$ cat src/rtl/core/ipv6tac_pkg.sv
`timescale 1ns / 1ps
`default_nettype none
// ----------------------------------------------------------------------------
// ipv6tac_pkg
// Shared types and constants of the IPv6 text address checker.
// ----------------------------------------------------------------------------
package ipv6tac_pkg;

    localparam int MAX_CHARS_DEFAULT = 45;

    localparam logic [5:0] CHAR_CNT_SAT    = 6'd63;
    localparam logic [2:0] SEG_LEN_SAT     = 3'd7;
    localparam logic [2:0] SEG_LEN_HEX_MAX = 3'd4;
    localparam logic [2:0] OCT_CNT_SAT     = 3'd7;
    localparam logic [2:0] TAIL_OCTETS     = 3'd4;
    localparam logic [1:0] OCT_DIGITS_MAX  = 2'd3;
    localparam logic [9:0] OCTET_MAX       = 10'd255;
    localparam logic [3:0] GROUP_SAT       = 4'd15;
    localparam logic [3:0] GROUPS_FULL     = 4'd8;
    localparam logic [3:0] GROUPS_SHORT    = 4'd7;

    // Byte classes produced by the front end
    typedef enum logic [2:0] {
        CLS_COLON,
        CLS_DOT,
        CLS_DEC,
        CLS_HEX,
        CLS_OTHER
    } char_cls_t;

    typedef struct packed {
        char_cls_t   cls;
        logic [3:0]  digit;     // decimal value for CLS_DEC
        logic        is_last;
        logic        no_char;
    } item_t;

endpackage
`default_nettype wire

$ cat src/rtl/core/ipv6tac_front.sv
`timescale 1ns / 1ps
`default_nettype none
// ----------------------------------------------------------------------------
// ipv6tac_front
// Input handshake and byte classification; pushes classified words into the
// queue toward the back end.
// ----------------------------------------------------------------------------
module ipv6tac_front (
    input  wire logic                 s_valid,
    output logic                      s_ready,
    input  wire logic [7:0]           s_char_code,
    input  wire logic                 s_is_last,
    input  wire logic                 s_no_char,
    input  wire logic                 q_full,
    output logic                      q_push,
    output ipv6tac_pkg::item_t        q_item
);

    ipv6tac_pkg::char_cls_t cls;

    always_comb begin
        if (s_char_code >= 8'h30 && s_char_code <= 8'h39) begin
            cls = ipv6tac_pkg::CLS_DEC;
        end else if ((s_char_code >= 8'h61 && s_char_code <= 8'h66) ||
                     (s_char_code >= 8'h41 && s_char_code <= 8'h46)) begin
            cls = ipv6tac_pkg::CLS_HEX;
        end else if (s_char_code == 8'h3A) begin
            cls = ipv6tac_pkg::CLS_COLON;
        end else if (s_char_code == 8'h2E) begin
            cls = ipv6tac_pkg::CLS_DOT;
        end else begin
            cls = ipv6tac_pkg::CLS_OTHER;
        end
    end

    assign s_ready = !q_full;
    assign q_push  = s_valid && !q_full;

    always_comb begin
        q_item.cls     = cls;
        q_item.digit   = s_char_code[3:0];  // '0'..'9' are 0x30..0x39
        q_item.is_last = s_is_last;
        q_item.no_char = s_no_char;
    end

endmodule
`default_nettype wire

$ cat src/rtl/core/ipv6tac_fifo.sv
`timescale 1ns / 1ps
`default_nettype none
// ----------------------------------------------------------------------------
// ipv6tac_fifo
// Two-entry queue of classified words between front and back end.
// ----------------------------------------------------------------------------
module ipv6tac_fifo (
    input  wire logic                 aclk,
    input  wire logic                 aresetn,
    input  wire logic                 push,
    input  wire ipv6tac_pkg::item_t   wr_item,
    output logic                      full,
    input  wire logic                 pop,
    output ipv6tac_pkg::item_t        rd_item,
    output logic                      empty
);

    ipv6tac_pkg::item_t mem_reg [2];
    logic       wr_ptr_reg, wr_ptr_next;
    logic       rd_ptr_reg, rd_ptr_next;
    logic [1:0] cnt_reg, cnt_next;

    assign full    = (cnt_reg == 2'd2);
    assign empty   = (cnt_reg == 2'd0);
    assign rd_item = mem_reg[rd_ptr_reg];

    always_comb begin
        wr_ptr_next = push ? !wr_ptr_reg : wr_ptr_reg;
        rd_ptr_next = pop  ? !rd_ptr_reg : rd_ptr_reg;
        cnt_next    = cnt_reg;
        if (push && !pop) begin
            cnt_next = cnt_reg + 2'd1;
        end else if (pop && !push) begin
            cnt_next = cnt_reg - 2'd1;
        end
    end

    always_ff @(posedge aclk) begin
        if (!aresetn) begin
            wr_ptr_reg <= 1'b0;
            rd_ptr_reg <= 1'b0;
            cnt_reg    <= 2'd0;
        end else begin
            wr_ptr_reg <= wr_ptr_next;
            rd_ptr_reg <= rd_ptr_next;
            cnt_reg    <= cnt_next;
        end
    end

    always_ff @(posedge aclk) begin
        if (push) begin
            mem_reg[wr_ptr_reg] <= wr_item;
        end
    end

endmodule
`default_nettype wire

$ cat src/rtl/core/ipv6tac_back.sv
`timescale 1ns / 1ps
`default_nettype none
// ----------------------------------------------------------------------------
// ipv6tac_back
// Address state tracking per word and result register.
// ----------------------------------------------------------------------------
module ipv6tac_back #(
    parameter int MAX_CHARS = ipv6tac_pkg::MAX_CHARS_DEFAULT
) (
    input  wire logic                 aclk,
    input  wire logic                 aresetn,
    input  wire logic                 q_empty,
    input  wire ipv6tac_pkg::item_t   q_item,
    output logic                      q_pop,
    output logic                      m_valid,
    input  wire logic                 m_ready,
    output logic                      m_valid_res
);

    typedef struct packed {
        logic [5:0] char_count;
        logic [3:0] group_count;
        logic       dc_seen;
        logic       failed;
        logic [2:0] seg_len;
        logic       seg_has_dot;
        logic       seg_hex_ok;
        logic       tail_ok;
        logic [2:0] octets_done;
        logic [1:0] octet_digits;
        logic [9:0] octet_value;
        logic       octet_lead_zero;
    } addr_state_t;

    localparam addr_state_t STATE_INIT = '{
        char_count: 6'd0, group_count: 4'd0, dc_seen: 1'b0, failed: 1'b0,
        seg_len: 3'd0, seg_has_dot: 1'b0, seg_hex_ok: 1'b1, tail_ok: 1'b1,
        octets_done: 3'd0, octet_digits: 2'd0, octet_value: 10'd0,
        octet_lead_zero: 1'b0
    };

    localparam logic [5:0] CHAR_LIMIT = 6'(MAX_CHARS);

    function automatic addr_state_t close_octet(addr_state_t s);
        addr_state_t r;
        r = s;
        if (s.octet_digits == 2'd0 || s.octet_value > ipv6tac_pkg::OCTET_MAX) begin
            r.tail_ok = 1'b0;
        end
        if (s.octets_done != ipv6tac_pkg::OCT_CNT_SAT) begin
            r.octets_done = s.octets_done + 3'd1;
        end
        r.octet_digits    = 2'd0;
        r.octet_value     = 10'd0;
        r.octet_lead_zero = 1'b0;
        return r;
    endfunction

    function automatic logic [3:0] add_groups(logic [3:0] g, logic [1:0] n);
        logic [4:0] sum;
        sum = {1'b0, g} + {3'b000, n};
        return sum[4] ? ipv6tac_pkg::GROUP_SAT : sum[3:0];
    endfunction

    addr_state_t st_reg, st_next;
    logic        m_valid_reg, m_valid_next;
    logic        res_reg, res_next;
    logic        done, ok, first;
    addr_state_t nx, fin;

    always_comb begin
        nx    = st_reg;
        first = (st_reg.char_count == 6'd0);
        if (!q_item.no_char) begin
            if (st_reg.char_count >= CHAR_LIMIT) begin
                nx.failed = 1'b1;
            end
            if (st_reg.char_count != ipv6tac_pkg::CHAR_CNT_SAT) begin
                nx.char_count = st_reg.char_count + 6'd1;
            end
            if (q_item.cls == ipv6tac_pkg::CLS_COLON) begin
                if (st_reg.seg_len == 3'd0) begin
                    // empty inner segment marks "::"
                    if (!first) begin
                        if (st_reg.dc_seen) begin
                            nx.failed = 1'b1;
                        end
                        nx.dc_seen = 1'b1;
                    end
                end else if (st_reg.seg_has_dot) begin
                    nx.failed = 1'b1;
                end else if (st_reg.seg_len > ipv6tac_pkg::SEG_LEN_HEX_MAX ||
                             !st_reg.seg_hex_ok) begin
                    nx.failed = 1'b1;
                end else begin
                    nx.group_count = add_groups(st_reg.group_count, 2'd1);
                end
                nx.seg_len         = 3'd0;
                nx.seg_has_dot     = 1'b0;
                nx.seg_hex_ok      = 1'b1;
                nx.tail_ok         = 1'b1;
                nx.octets_done     = 3'd0;
                nx.octet_digits    = 2'd0;
                nx.octet_value     = 10'd0;
                nx.octet_lead_zero = 1'b0;
            end else begin
                if (st_reg.seg_len != ipv6tac_pkg::SEG_LEN_SAT) begin
                    nx.seg_len = st_reg.seg_len + 3'd1;
                end
                if (q_item.cls != ipv6tac_pkg::CLS_DEC &&
                    q_item.cls != ipv6tac_pkg::CLS_HEX) begin
                    nx.seg_hex_ok = 1'b0;
                end
                unique case (q_item.cls)
                    ipv6tac_pkg::CLS_DOT: begin
                        nx.seg_has_dot = 1'b1;
                        nx = close_octet(nx);
                    end
                    ipv6tac_pkg::CLS_DEC: begin
                        if (st_reg.octet_digits >= ipv6tac_pkg::OCT_DIGITS_MAX) begin
                            nx.tail_ok = 1'b0;
                        end else begin
                            if (st_reg.octet_digits == 2'd0) begin
                                nx.octet_lead_zero = (q_item.digit == 4'd0);
                            end else if (st_reg.octet_lead_zero) begin
                                nx.tail_ok = 1'b0;
                            end
                            nx.octet_value = 10'({st_reg.octet_value, 3'b000} +
                                                 {st_reg.octet_value, 1'b0} +
                                                 {6'd0, q_item.digit});
                            nx.octet_digits = st_reg.octet_digits + 2'd1;
                        end
                    end
                    default: begin
                        nx.tail_ok = 1'b0;
                    end
                endcase
            end
        end
    end

    // end-of-value evaluation on the updated state
    always_comb begin
        fin = nx;
        ok  = 1'b0;
        if (nx.char_count != 6'd0) begin
            if (nx.seg_len != 3'd0) begin
                if (nx.seg_has_dot) begin
                    fin = close_octet(nx);
                    if (!fin.tail_ok || fin.octets_done != ipv6tac_pkg::TAIL_OCTETS) begin
                        fin.failed = 1'b1;
                    end else begin
                        fin.group_count = add_groups(nx.group_count, 2'd2);
                    end
                end else if (nx.seg_len > ipv6tac_pkg::SEG_LEN_HEX_MAX || !nx.seg_hex_ok) begin
                    fin.failed = 1'b1;
                end else begin
                    fin.group_count = add_groups(nx.group_count, 2'd1);
                end
            end
            ok = !fin.failed && (fin.dc_seen ?
                                 (fin.group_count <= ipv6tac_pkg::GROUPS_SHORT) :
                                 (fin.group_count == ipv6tac_pkg::GROUPS_FULL));
        end
    end

    assign done  = q_item.no_char || q_item.is_last;
    // a word that ends the value needs room in the result register
    assign q_pop = !q_empty && (!done || !m_valid_reg || m_ready);

    always_comb begin
        st_next      = st_reg;
        m_valid_next = m_valid_reg && !m_ready;
        res_next     = res_reg;
        if (q_pop) begin
            if (done) begin
                st_next      = STATE_INIT;
                m_valid_next = 1'b1;
                res_next     = ok;
            end else begin
                st_next = nx;
            end
        end
    end

    always_ff @(posedge aclk) begin
        if (!aresetn) begin
            st_reg      <= STATE_INIT;
            m_valid_reg <= 1'b0;
        end else begin
            st_reg      <= st_next;
            m_valid_reg <= m_valid_next;
        end
    end

    always_ff @(posedge aclk) begin
        res_reg <= res_next;
    end

    assign m_valid     = m_valid_reg;
    assign m_valid_res = res_reg;

endmodule
`default_nettype wire

$ cat src/rtl/core/ipv6_text_address_checker_core.sv
`timescale 1ns / 1ps
`default_nettype none
// ----------------------------------------------------------------------------
// ipv6_text_address_checker_core
// Streaming validator for textual IPv6 addresses, one character per word.
// ----------------------------------------------------------------------------
// Accepts one character word per clock while the queue has room and returns
// one flag word per value, after the word marked last (or a no_char word,
// which ends the value without a byte). Sustained throughput is one word per
// cycle while the output side does not stall, set by the state update in the
// back end. The last word passes through the queue into the result register,
// which raises m_valid. A two-word queue sits between the classifier and the
// state tracker, and the flag is held in an output register, so input keeps
// flowing while a flag waits to be taken, until the next value's ending word
// reaches the head of the queue and the queue fills behind it.
// Values longer than MAX_CHARS characters are reported invalid.
module ipv6_text_address_checker_core #(
    parameter int MAX_CHARS = ipv6tac_pkg::MAX_CHARS_DEFAULT
) (
    input  wire logic       aclk,
    input  wire logic       aresetn,
    input  wire logic       s_valid,
    output logic            s_ready,
    input  wire logic [7:0] s_char_code,
    input  wire logic       s_is_last,
    input  wire logic       s_no_char,
    output logic            m_valid,
    input  wire logic       m_ready,
    output logic            m_valid_res
);

    ipv6tac_pkg::item_t push_item, pop_item;
    logic q_push, q_pop, q_full, q_empty;

    ipv6tac_front u_front (
        .s_valid     (s_valid),
        .s_ready     (s_ready),
        .s_char_code (s_char_code),
        .s_is_last   (s_is_last),
        .s_no_char   (s_no_char),
        .q_full      (q_full),
        .q_push      (q_push),
        .q_item      (push_item)
    );

    ipv6tac_fifo u_fifo (
        .aclk    (aclk),
        .aresetn (aresetn),
        .push    (q_push),
        .wr_item (push_item),
        .full    (q_full),
        .pop     (q_pop),
        .rd_item (pop_item),
        .empty   (q_empty)
    );

    ipv6tac_back #(
        .MAX_CHARS (MAX_CHARS)
    ) u_back (
        .aclk        (aclk),
        .aresetn     (aresetn),
        .q_empty     (q_empty),
        .q_item      (pop_item),
        .q_pop       (q_pop),
        .m_valid     (m_valid),
        .m_ready     (m_ready),
        .m_valid_res (m_valid_res)
    );

endmodule
`default_nettype wire

$ cat config.mk
export PLATFORM = sky130hd
export DESIGN_NAME = ipv6_text_address_checker_core
export DESIGN_NICKNAME = d
export VERILOG_FILES = /design/src/rtl/core/ipv6tac_pkg.sv /design/src/rtl/core/ipv6tac_front.sv /design/src/rtl/core/ipv6tac_fifo.sv /design/src/rtl/core/ipv6tac_back.sv /design/src/rtl/core/ipv6_text_address_checker_core.sv
export SDC_FILE = /design/constraint.sdc
export NUM_CORES = 1
export LEC_CHECK = 0
export ABC_CLOCK_PERIOD_IN_PS = 5000
export BUFFER_PORTS_ARGS = -buffer_cell sky130_fd_sc_hd__buf_4
export CAP_MARGIN = 20
export CELL_PAD_IN_SITES_DETAIL_PLACEMENT = 0
export CELL_PAD_IN_SITES_GLOBAL_PLACEMENT = 1
export CORE_MARGIN = 1
export CORE_UTILIZATION = 42
export CTS_BUF_LIST = sky130_fd_sc_hd__clkbuf_2
export DETAILED_ROUTE_END_ITERATION = 12
export GPL_TIMING_DRIVEN = 0
export PLACE_DENSITY_LB_ADDON = 0.1
export SLEW_MARGIN = 5
export SYNTH_ARGS = -nofsm -noshare
export SYNTH_HDL_FRONTEND = slang
export SYNTH_SLANG_ARGS = --single-unit
$ cat constraint.sdc
create_clock -name aclk -period 5 [get_ports aclk]
set_input_delay 1.25 -clock aclk [delete_from_list [all_inputs] [get_ports aclk]]
set_output_delay 1.25 -clock aclk [all_outputs]
set_load 0.005 [all_outputs]
== Word-level counts from Yosys, hierarchy flattened ==
Memory sizes are Yosys's and may differ from the RTL's. A register that Yosys moved wholly into a read port is not among the register bits.
Cells that the tools add are included.
Cells by class
  $add $sub $neg: 12
  magnitude comparators: 13
  equal/unequal tests: 13
  muxes and demuxes: 60
  reductions and logical operators: 43
Operators with widths (count)
  $mux 28: 3
  $mux 34: 2
  $mux 4: 9
  $mux 3: 11
  $mux 1: 26
  $pmux 13 s2: 1
  $gt 10x8->1 const B: 2
  $mux 19: 1
  $eq 8x6->1 const B: 2
  $ge 8x7->1 const B: 2
  $le 8x7->1 const B: 2
  $logic_not 1->1: 13
  $mux 13: 1
  $ne 3x3->1 const B: 4
  $add 10x10->10: 1
  $add 10x4->10: 1
  $add 4x1->5 const B: 2
  $logic_and 1x1->1: 10
  $add 3x1->3 const B: 3
  $logic_or 1x1->1: 9
  $ge 8x6->1 const B: 1
  $le 8x6->1 const B: 1
  $mux 2: 4
  $add 6x1->6 const B: 1
  other kinds (23): 29
Word-level totals
  bits in registers: 40
  bits in writable memories: 18
  input port bits: 14
  output and inout port bits: 3
  word-level logic and storage cells: 159
  memories: 1
Memory list
  u_fifo.mem_reg: depth 2, width 9, read ports 1, clocked after Yosys merged registers in 1, wr ports 1, RTL line ipv6tac_fifo.sv:18  | ipv6tac_pkg::item_t mem_reg [2];

== Logic depth before layout (Yosys ltp) ==
Gate-level depths: netlist of run 1.
  depth after elaboration: 22
  mapped depth: 15

== Hierarchy ==
From an unflattened synthesis of run 1, not the netlist that was laid out.
Second synthesis, totals
  cell total of the unflattened synthesis: 455
  area, all modules: 4020.1 um2
By module, submodules not included
  ipv6tac_back: times used 1, cells each 381, area an instance 2995.4 um2, sequential area each 730.7 um2
  ipv6tac_fifo: times used 1, cells each 50, area an instance 865.8 um2, sequential area each 640.6 um2
  ipv6tac_front: times used 1, cells each 24, area an instance 158.9 um2, sequential area each 0.0 um2

== Least setup slack after synthesis of run 1 ==
Ideal clock, no wire load.
  path type: reg2reg
  start point: reg with a tool-made name
  end point: reg u_back.res_reg (netlist: u_back.m_valid_res) (data pin)
  library setup time: 0.174 ns
  data arrival time: 3.650 ns
  path slack: 1.176 ns
  stages on the path, launching flop included: 16
  path buffers: 2
  cells stage by stage: dfxtp_1 > buf_4 > clkbuf_1 > mux2_2 > ha_1 > ha_1 > inv_1 > fa_1 > nor2b_1 > o31a_1 > o21a_1 > nor2_1 > xnor2_1 > a221o_1 > or4_1 > a311oi_1
RTL lines
  end signal, assigned: RTL line ipv6tac_back.sv:197  | res_reg <= res_next;
  end, declared: RTL line ipv6tac_back.sv:67  | logic res_reg, res_next;

==> impl_results.rst, run 1 <==
.. list-table::
   :header-rows: 1

   * - Metric
     - Value
   * - Outcome
     - complete, no violations
   * - Max FFs per register
     - 34
   * - Yosys warnings
     - 0
   * - Count of maximum capacitance violations
     - 0
   * - Data arrival at the endpoint of the critical path
     - 4.56 ns
   * - Share of the yosys chip area belonging to registers
     - 0.3429
   * - Critical path capture point
     - u_back.m_valid_res$_SDFFCE_PN0P_
   * - Number of instances resized during post-cts repair
     - 0
   * - Synth Register Bits
     - 59
   * - Hold crit path type
     - reg -> reg
   * - DP Area
     - 4288 um2
   * - Worst reg2reg path endpoint
     - u_back.m_valid_res$_SDFFCE_PN0P_
   * - Worst reg-to-reg setup slack
     - 0.69 ns
   * - Time the worst path needs with I/O delays and setup
     - 4.306 ns
   * - Kind of start point of the critical path
     - flop
   * - Number of buffers created by CTS
     - 9
   * - Most frequent standard cell in the layout excluding fill and tap cells
     - sky130_fd_sc_hd__dfxtp_1
   * - Net count, final
     - 529
   * - Number of library cell types mapped by synthesis
     - 68
   * - Finished Cell Area
     - 4407 um2
   * - Setup repair after global routing missed its margin
     - no
   * - Area taken by multi-input logic gates
     - 2455 um2
   * - Max Slew Vio Count
     - 0
   * - Clock Path Buffers
     - 2
   * - Initial Utilization
     - 0.4328
   * - HPWL reported at the end of detailed placement
     - 7.688 mm
   * - Port Buffer Count
     - 16
   * - P&R area growth vs syn
     - 10.20%
   * - TritonRoute pass-1 iters
     - 4
   * - Total Die Area
     - 9915 um2
   * - Routed Antenna Nets
     - 0
   * - Initial antenna violation count
     - 0
   * - Sequential cell area
     - 1371 um2
   * - First-pass GRT wire length
     - 16.84 mm
   * - Number of clock sinks
     - 59
   * - Final setup violation count
     - 0
   * - Critical path peak fanout
     - 19
   * - Area fraction of the dominant cell type after synthesis
     - 0.2003
   * - CP Class
     - reg -> reg
   * - Power Dens Cells
     - 347.6 nW/um2
   * - Mapped Cells
     - 461
   * - Wire length per cell
     - 16.43 um
   * - Layout cells sized above 1
     - 0.09939
   * - Number of cell rows
     - 35
   * - Die X-Extent
     - 99.58 um
   * - Residual DRC
     - 0
   * - Ports placed on the boundary
     - 17
   * - Req. time, crit path
     - 5.26 ns
   * - Height of the chip
     - 99.58 um
   * - GRT overflow
     - 0
   * - Leakage power total
     - 1.652 nW
   * - Post-synthesis instance area
     - 3999 um2
   * - Clock latency reported for the late side of the worst-skew pair
     - 0.52 ns
   * - Cell at the root of the clock tree
     - sky130_fd_sc_hd__clkbuf_2
   * - Most frequently used flop master after synthesis
     - sky130_fd_sc_hd__dfxtp_1
   * - Tightest slew margin relative to the limit
     - 0.4426
   * - Number of global-route vias before repair
     - 3319
   * - R2R depth
     - 12
   * - Commonest cells after routing, fill and taps aside
     - 40 x sky130_fd_sc_hd__dfxtp_1, 37 x sky130_fd_sc_hd__nor2_1, 36 x sky130_fd_sc_hd__o21ai_0
   * - Iter 0 DRT Violations
     - 201
   * - Maximum number of pins on one net before global-route repair
     - 13
   * - Top cells by area in the synthesized netlist
     - sky130_fd_sc_hd__dfxtp_1 20%, sky130_fd_sc_hd__edfxtp_1 14%, sky130_fd_sc_hd__ha_1 7.8%
   * - Clock skew
     - 0.02742 ns
   * - CORE AREA
     - 9240 um2
   * - Depth of the CTS H-tree
     - 3
   * - Number of failing hold endpoints at the final stage
     - 0
   * - Fin Hold WS
     - 0.5196 ns
   * - Total length of routed wires
     - 10.22 mm
   * - Total via count in the routed design
     - 3564
   * - Measured slew at the worst slew-check pin
     - 0.8331 ns
   * - Final sum of negative setup slack
     - 0 ns
   * - Worst IR drop on VDD
     - 185.1 uV
   * - Share of synthesized registers carrying an async set or reset
     - 0
   * - Vias per cell
     - 5.730
   * - Post-synthesis average cell area
     - 8.674 um2
   * - Number of nets in the synthesized netlist
     - 502
   * - Largest area contributor in the synthesized netlist
     - sky130_fd_sc_hd__dfxtp_1
   * - Number of enable flip-flop cells after synthesis
     - 19
   * - Fmax
     - 0.2323 GHz
   * - Period utilisation layout
     - 0.8611
   * - Antenna cells
     - 0
   * - Count of filler cells inserted in the layout
     - 915
   * - Final std cells w/o fill
     - 622
   * - Setup ws final
     - 0.6944 ns
   * - Weighted congestion reported at the end of routability-driven placement
     - 0.7898
   * - GRT Resource Usage Total
     - 0.2201
   * - Placed instance count
     - 607
   * - Crit. End Element
     - flop
   * - TritonCTS clock tree
     - done
   * - Clock slew at reported path FFs
     - 0.18 ns
   * - Setup slack after placement
     - 0.3809 ns
cell usage after synthesis, drive strengths merged, types with 4 or more instances:
| cell | count |
|---|---|
| o31ai | 4 |
| o211ai | 5 |
| mux2i | 9 |
| o21a | 7 |
| nor3 | 10 |
| and2 | 13 |
| nand2b | 4 |
| a22oi | 10 |
| and3 | 5 |
| nand2 | 26 |
| xor2 | 5 |
| a21oi | 23 |
| nor2b | 26 |
| nand3 | 21 |
| o21ai | 38 |
| clkbuf | 15 |
| a211oi | 4 |
| or3 | 5 |
| buf | 4 |
| inv | 22 |
| xnor2 | 10 |
| nor4 | 4 |
| a31oi | 6 |
| edfxtp | 19 |
| a21boi | 5 |
| a32oi | 5 |
| ha | 25 |
| dfxtp | 40 |
| nor2 | 37 |
kinds of logic (layout without fill, tap and decap cells):
family / Yosys count / count (layout) / share of synthesized area
flip-flops: 59 / 59 / 0.3429
buffers and inverters: 41 / 73 / 0.04318
AO/OA/AOI/OAI: 136 / 136 / 0.2297
AND/OR/NAND/NOR: 171 / 171 / 0.2322
adder cells (fa/ha/maj): 27 / 27 / 0.08824
multiplexers: 12 / 12 / 0.03098
XOR/XNOR: 15 / 15 / 0.03285
per-layer routing:
layer / routed length (um) / share of wire / GRT usage / vias to the layer above
met5: 0 / 0 / 0 / -
met4: 191 / 0.019 / 0.06787 / 0
met3: 409 / 0.040 / 0.03373 / 16
met2: 4577 / 0.45 / 0.3462 / 72
met1: 5043 / 0.49 / 0.3108 / 1708
li1: - / - / - / 1768
metrics by stage:
stage               power (mW)    util
finish                   1.532  0.4769
global route             1.643  0.4769
CTS                      1.544  0.4773
detailed placement       1.227  0.4640
global placement         1.216  0.4632
floorplan                1.030       -
worst max-delay path, cell delays in order, from the launching register on:
cell,delay (ns)
sky130_fd_sc_hd__dfxtp_1,0.38
sky130_fd_sc_hd__buf_4,0.25
sky130_fd_sc_hd__mux2i_1,0.34
sky130_fd_sc_hd__fa_1,0.52
sky130_fd_sc_hd__fa_1,0.48
sky130_fd_sc_hd__nor2b_1,0.18
sky130_fd_sc_hd__o31a_1,0.19
sky130_fd_sc_hd__o21a_1,0.12
sky130_fd_sc_hd__nor2_1,0.05
sky130_fd_sc_hd__xnor2_1,0.15
sky130_fd_sc_hd__a221o_1,0.37
sky130_fd_sc_hd__or4_1,0.52
sky130_fd_sc_hd__a311oi_1,0.51
report_power, final:
group          total [mW]  switching (mW)  internal [mW]
Combinational       0.623           0.395          0.228
Clock               0.319           0.202          0.117
Sequential          0.590          0.0374          0.553
Total                1.53           0.635          0.897
what timing repair did:
action / in CTS / in global routing
buffers inserted: 0 / 0
setup endpoints to repair: 0 / 1
hold buffers: 0 / 0
layout make-up:
cell class              count  area share
plain buffers              18     0.01959
clock buffers               9     0.01022
clock inverters             7     0.01760
inverters                  22     0.01874
multi-input cells         361      0.5571
flip-flops and latches     59      0.3112
well taps                 129     0.03663
repair buffers             17     0.02896
worst min path at each step:
stage | startpoint | end | slack (ns) | cells past startpoint
floorplan | u_back.st_reg[17]$_SDFFE_PN1P_ | u_back.st_reg[17]$_SDFFE_PN1P_ | 0.45 | 2
global placement | u_back.st_reg[17]$_SDFFE_PN1P_ | u_back.st_reg[17]$_SDFFE_PN1P_ | 0.49 | 2
detailed placement | u_back.st_reg[16]$_SDFFE_PN1P_ | u_back.st_reg[16]$_SDFFE_PN1P_ | 0.49 | 2
CTS | u_back.st_reg[23]$_SDFFE_PN0P_ | u_back.st_reg[23]$_SDFFE_PN0P_ | 0.52 | 2
global route | u_back.st_reg[14]$_SDFFE_PN0P_ | u_back.st_reg[14]$_SDFFE_PN0P_ | 0.54 | 2
finish | u_back.st_reg[23]$_SDFFE_PN0P_ | u_back.st_reg[23]$_SDFFE_PN0P_ | 0.52 | 2
Power figures use the tool's default switching activity.
==> inputs of run 2 (changes only) <==
--- a/config.mk
+++ b/config.mk
@@ -5,6 +5,7 @@
 export SDC_FILE = /design/constraint.sdc
 export NUM_CORES = 1
 export LEC_CHECK = 0
+export ABC_AREA = 1
 export ABC_CLOCK_PERIOD_IN_PS = 5000
 export BUFFER_PORTS_ARGS = -buffer_cell sky130_fd_sc_hd__buf_4
 export CAP_MARGIN = 20
==> run 2 against run 1 <==
Non-clock buffer count down 9. Clock power decreased by 3%. Global-route usage shrank 0.90 points. Routed wire length fell by 0.39%. Critical path type unchanged. First-iteration DRC count down 10%. Clock-buffer cell count is 1 higher. Clock skew decreased by 0.0025 ns. Synthesized cell count increased by 31%. Hold slack got worse by 0.052 ns. Fmax grew 19%. Sequential share of layout area shrank 1.8 points. Combinational power is 42% higher. Critical endpoint unchanged.
==> impl_results.rst, run 2 <==
.. list-table::
   :header-rows: 1

   * - Metric
     - Value
   * - Yosys warnings
     - 0 (unchanged)
   * - Ports placed on the boundary
     - 17 (unchanged)
   * - Commonest cells after routing, fill and taps aside
     - 172 x sky130_fd_sc_hd__nand2_1, 78 x sky130_fd_sc_hd__inv_1, 49 x sky130_fd_sc_hd__nor2_1, 49 x sky130_fd_sc_hd__a21oi_1, 40 x sky130_fd_sc_hd__dfxtp_1
   * - Max Slew Vio Count
     - 0 (unchanged)
   * - Share of the yosys chip area belonging to registers
     - 0.3213 (-0.02162)
   * - Most frequent standard cell in the layout excluding fill and tap cells
     - sky130_fd_sc_hd__nand2_1
   * - Fin Hold WS
     - 0.4674 ns (-0.05219 ns)
   * - TritonCTS clock tree
     - done
   * - Die X-Extent
     - 102.8 um (+3.2%)
   * - Placed instance count
     - 755 (+24%)
   * - DP Area
     - 4554 um2 (+6.2%)
   * - Clock skew
     - 0.02496 ns (-0.002453 ns)
   * - Weighted congestion reported at the end of routability-driven placement
     - 0.8579 (+8.6%)
   * - Post-synthesis average cell area
     - 7.043 um2 (-19%)
   * - Measured slew at the worst slew-check pin
     - 0.7911 ns (-0.04197 ns)
   * - CP Class
     - reg -> reg
   * - P&R area growth vs syn
     - 9.411%
   * - Clock Path Buffers
     - 2 (unchanged)
   * - Share of synthesized registers carrying an async set or reset
     - 0 (unchanged)
   * - Wire length per cell
     - 13.21 um (-20%)
   * - Total length of routed wires
     - 10.18 mm (-0.39%)
   * - Count of maximum capacitance violations
     - 0 (unchanged)
   * - Finished Cell Area
     - 4669 um2 (+6.0%)
   * - Critical path capture point
     - u_back.m_valid_res$_SDFFCE_PN0P_
   * - Crit. End Element
     - flop
   * - Number of enable flip-flop cells after synthesis
     - 19 (unchanged)
   * - Number of clock sinks
     - 59 (unchanged)
   * - Cell at the root of the clock tree
     - sky130_fd_sc_hd__clkbuf_2
   * - Number of instances resized during post-cts repair
     - 0 (unchanged)
   * - Clock latency reported for the late side of the worst-skew pair
     - 0.50 ns (-0.02 ns)
   * - Period utilisation layout
     - 0.7241 (-0.1371)
   * - Power Dens Cells
     - 384.9 nW/um2 (+11%)
   * - Worst IR drop on VDD
     - 198.1 uV (+7.0%)
   * - Worst reg-to-reg setup slack
     - 1.38 ns (+0.69 ns)
   * - GRT overflow
     - 0 (unchanged)
   * - Most instantiated library cell after synthesis
     - sky130_fd_sc_hd__nand2_1
   * - Kind of start point of the critical path
     - flop
   * - Residual DRC
     - 0 (unchanged)
   * - Initial Utilization
     - 0.4346 (+0.001864)
   * - Data arrival at the endpoint of the critical path
     - 3.90 ns (-0.66 ns)
   * - Height of the chip
     - 102.8 um (+3.2%)
   * - Synth Register Bits
     - 59 (unchanged)
   * - R2R depth
     - 22 (+10)
   * - GRT Resource Usage Total
     - 0.2111 (-0.009012)
   * - Number of library cell types mapped by synthesis
     - 47 (-31%)
   * - Antenna cells
     - 0 (unchanged)
   * - Time the worst path needs with I/O delays and setup
     - 3.620 ns (-0.6853 ns)
   * - Hold crit path type
     - reg -> reg
   * - Top cells by area in the synthesized netlist
     - sky130_fd_sc_hd__dfxtp_1 19%, sky130_fd_sc_hd__nand2_1 15%, sky130_fd_sc_hd__edfxtp_1 13%
   * - First-pass GRT wire length
     - 16.93 mm (+0.49%)
   * - Max FFs per register
     - 34 (unchanged)
   * - List of most frequent post-synthesis cells
     - 172 x sky130_fd_sc_hd__nand2_1, 78 x sky130_fd_sc_hd__inv_1, 49 x sky130_fd_sc_hd__a21oi_1, 49 x sky130_fd_sc_hd__nor2_1, 40 x sky130_fd_sc_hd__dfxtp_1
   * - Initial antenna violation count
     - 0 (unchanged)
   * - Clock slew at reported path FFs
     - 0.19 ns (about the same)
   * - Final setup violation count
     - 0 (unchanged)
   * - Total via count in the routed design
     - 3855 (+8.2%)
   * - Setup repair after global routing missed its margin
     - no
   * - Count of filler cells inserted in the layout
     - 1074 (+17%)
   * - Number of buffers created by CTS
     - 9 (unchanged)
   * - Largest area contributor in the synthesized netlist
     - sky130_fd_sc_hd__dfxtp_1
   * - Maximum number of pins on one net before global-route repair
     - 12 (-1)
   * - Total power
     - 1.797 mW (+17%)
   * - TritonRoute pass-1 iters
     - 4 (unchanged)
   * - Port Buffer Count
     - 16 (unchanged)
   * - Area fraction of the dominant cell type after synthesis
     - 0.1876 (-0.01262)
   * - Net count, final
     - 674 (+27%)
   * - Req. time, crit path
     - 5.28 ns (+0.02 ns)
   * - Leakage power total
     - 2.133 nW (+29%)
   * - Vias per cell
     - 5.000 (-13%)
   * - Depth of the CTS H-tree
     - 3 (unchanged)
   * - Most frequently used flop master after synthesis
     - sky130_fd_sc_hd__dfxtp_1
   * - HPWL reported at the end of detailed placement
     - 7.842 mm (+2.0%)
   * - Iter 0 DRT Violations
     - 181 (-10%)
   * - Post-synthesis instance area
     - 4268 um2 (+6.7%)
   * - CTS hold repair buffers
     - 0 (unchanged)
   * - Layout cells sized above 1
     - 0.1411 (+0.04167)
   * - Worst reg2reg path endpoint
     - u_back.m_valid_res$_SDFFCE_PN0P_
   * - Mapped Cells
     - 606 (+31%)
   * - Setup fix buffers added after clock tree synthesis
     - 0 (unchanged)
   * - Number of cell rows
     - 36 (+2.9%)
   * - Final std cells w/o fill
     - 771 (+24%)
   * - Routed Antenna Nets
     - 0 (unchanged)
   * - Outcome
     - complete, no violations
   * - Number of failing hold endpoints at the final stage
     - 0 (unchanged)
   * - Fmax
     - 0.2762 GHz (+19%)
   * - CORE AREA
     - 9819 um2 (+6.3%)
   * - Total Die Area
     - 10570 um2 (+6.6%)
   * - Number of nets in the synthesized netlist
     - 647 (+29%)
   * - Number of global-route vias before repair
     - 3624 (+9.2%)
   * - Tightest slew margin relative to the limit
     - 0.4707 (+0.02808)
   * - Critical path peak fanout
     - 10 (-9)
   * - Final sum of negative setup slack
     - 0 ns (unchanged)
## run 2: worst max-delay path, stage by stage (launching register included)
cell,delay [ns]
sky130_fd_sc_hd__dfxtp_1,0.44
sky130_fd_sc_hd__buf_6,0.19
sky130_fd_sc_hd__mux2i_1,0.30
sky130_fd_sc_hd__fa_1,0.50
sky130_fd_sc_hd__fa_1,0.47
sky130_fd_sc_hd__inv_1,0.07
sky130_fd_sc_hd__nand2_1,0.05
sky130_fd_sc_hd__nand2_1,0.07
sky130_fd_sc_hd__nand3b_1,0.11
sky130_fd_sc_hd__nand3_1,0.09
sky130_fd_sc_hd__nand3_1,0.08
sky130_fd_sc_hd__nand2_1,0.07
sky130_fd_sc_hd__nand2_1,0.06
sky130_fd_sc_hd__a21oi_2,0.26
sky130_fd_sc_hd__nand2_1,0.10
sky130_fd_sc_hd__nor2_2,0.12
sky130_fd_sc_hd__nand3_1,0.08
sky130_fd_sc_hd__nand2_1,0.09
sky130_fd_sc_hd__inv_1,0.04
sky130_fd_sc_hd__nand2_1,0.05
sky130_fd_sc_hd__nand2_1,0.04
sky130_fd_sc_hd__nand3_1,0.07
sky130_fd_sc_hd__a21oi_2,0.05
## run 2: per-stage QoR
step                  util  worst slack [ns]
global route        0.4755            0.9897
CTS                 0.4755             1.325
finish              0.4755             1.380
global placement    0.4638             1.370
detailed placement  0.4638             1.334
floorplan                -             1.797
## run 2: cell families (layout without fill, tap and decap cells)
kind of cell / after synthesis / after routing / synth area share
adder cells (fa/ha/maj): 27 / 27 / 0.08267
flip-flops: 59 / 59 / 0.3213
XOR/XNOR: 7 / 7 / 0.01437
AND/OR/NAND/NOR: 312 / 312 / 0.3445
multiplexers: 2 / 2 / 0.004691
buffers and inverters: 98 / 130 / 0.09352
AO/OA/AOI/OAI: 101 / 101 / 0.1390
## run 2: power by group
part           switching (mW)  internal (mW)
Clock                   0.192          0.117
Combinational           0.606          0.276
Sequential             0.0412          0.565
Total                   0.839          0.958
## run 2: area by class of cell
class                   instances  area (um2)  share of cell area
multi-input cells             449        2497              0.5348
flip-flops and latches         59        1371              0.2937
inverters                      88       337.8             0.07235
well taps                     133       166.4             0.03564
repair buffers                 16       120.1             0.02572
clock inverters                 6       65.06             0.01393
plain buffers                  10       61.31             0.01313
clock buffers                  10       50.05             0.01072
## run 2: per-layer routing
metal	wire, um	track usage	vias to the layer above
met1	5070	0.2891	1734
met5	0	0	-
met4	139	0.07151	0
li1	-	-	2042
met2	4559	0.3410	67
met3	412	0.03051	12
## run 2: worst min-delay path by stage
stage	startpoint	to	cells after the start
floorplan	u_fifo.rd_ptr_reg$_SDFFE_PN0P_	flop	1
global placement	u_fifo.rd_ptr_reg$_SDFFE_PN0P_	u_fifo.rd_ptr_reg$_SDFFE_PN0P_	1
detailed placement	u_fifo.rd_ptr_reg$_SDFFE_PN0P_	u_fifo.rd_ptr_reg$_SDFFE_PN0P_	1
CTS	u_fifo.rd_ptr_reg$_SDFFE_PN0P_	u_fifo.rd_ptr_reg$_SDFFE_PN0P_	1
global route	u_fifo.cnt_reg[1]$_SDFFE_PN0P_	u_fifo.cnt_reg[1]$_SDFFE_PN0P_	2
finish	u_fifo.rd_ptr_reg$_SDFFE_PN0P_	u_fifo.rd_ptr_reg$_SDFFE_PN0P_	1
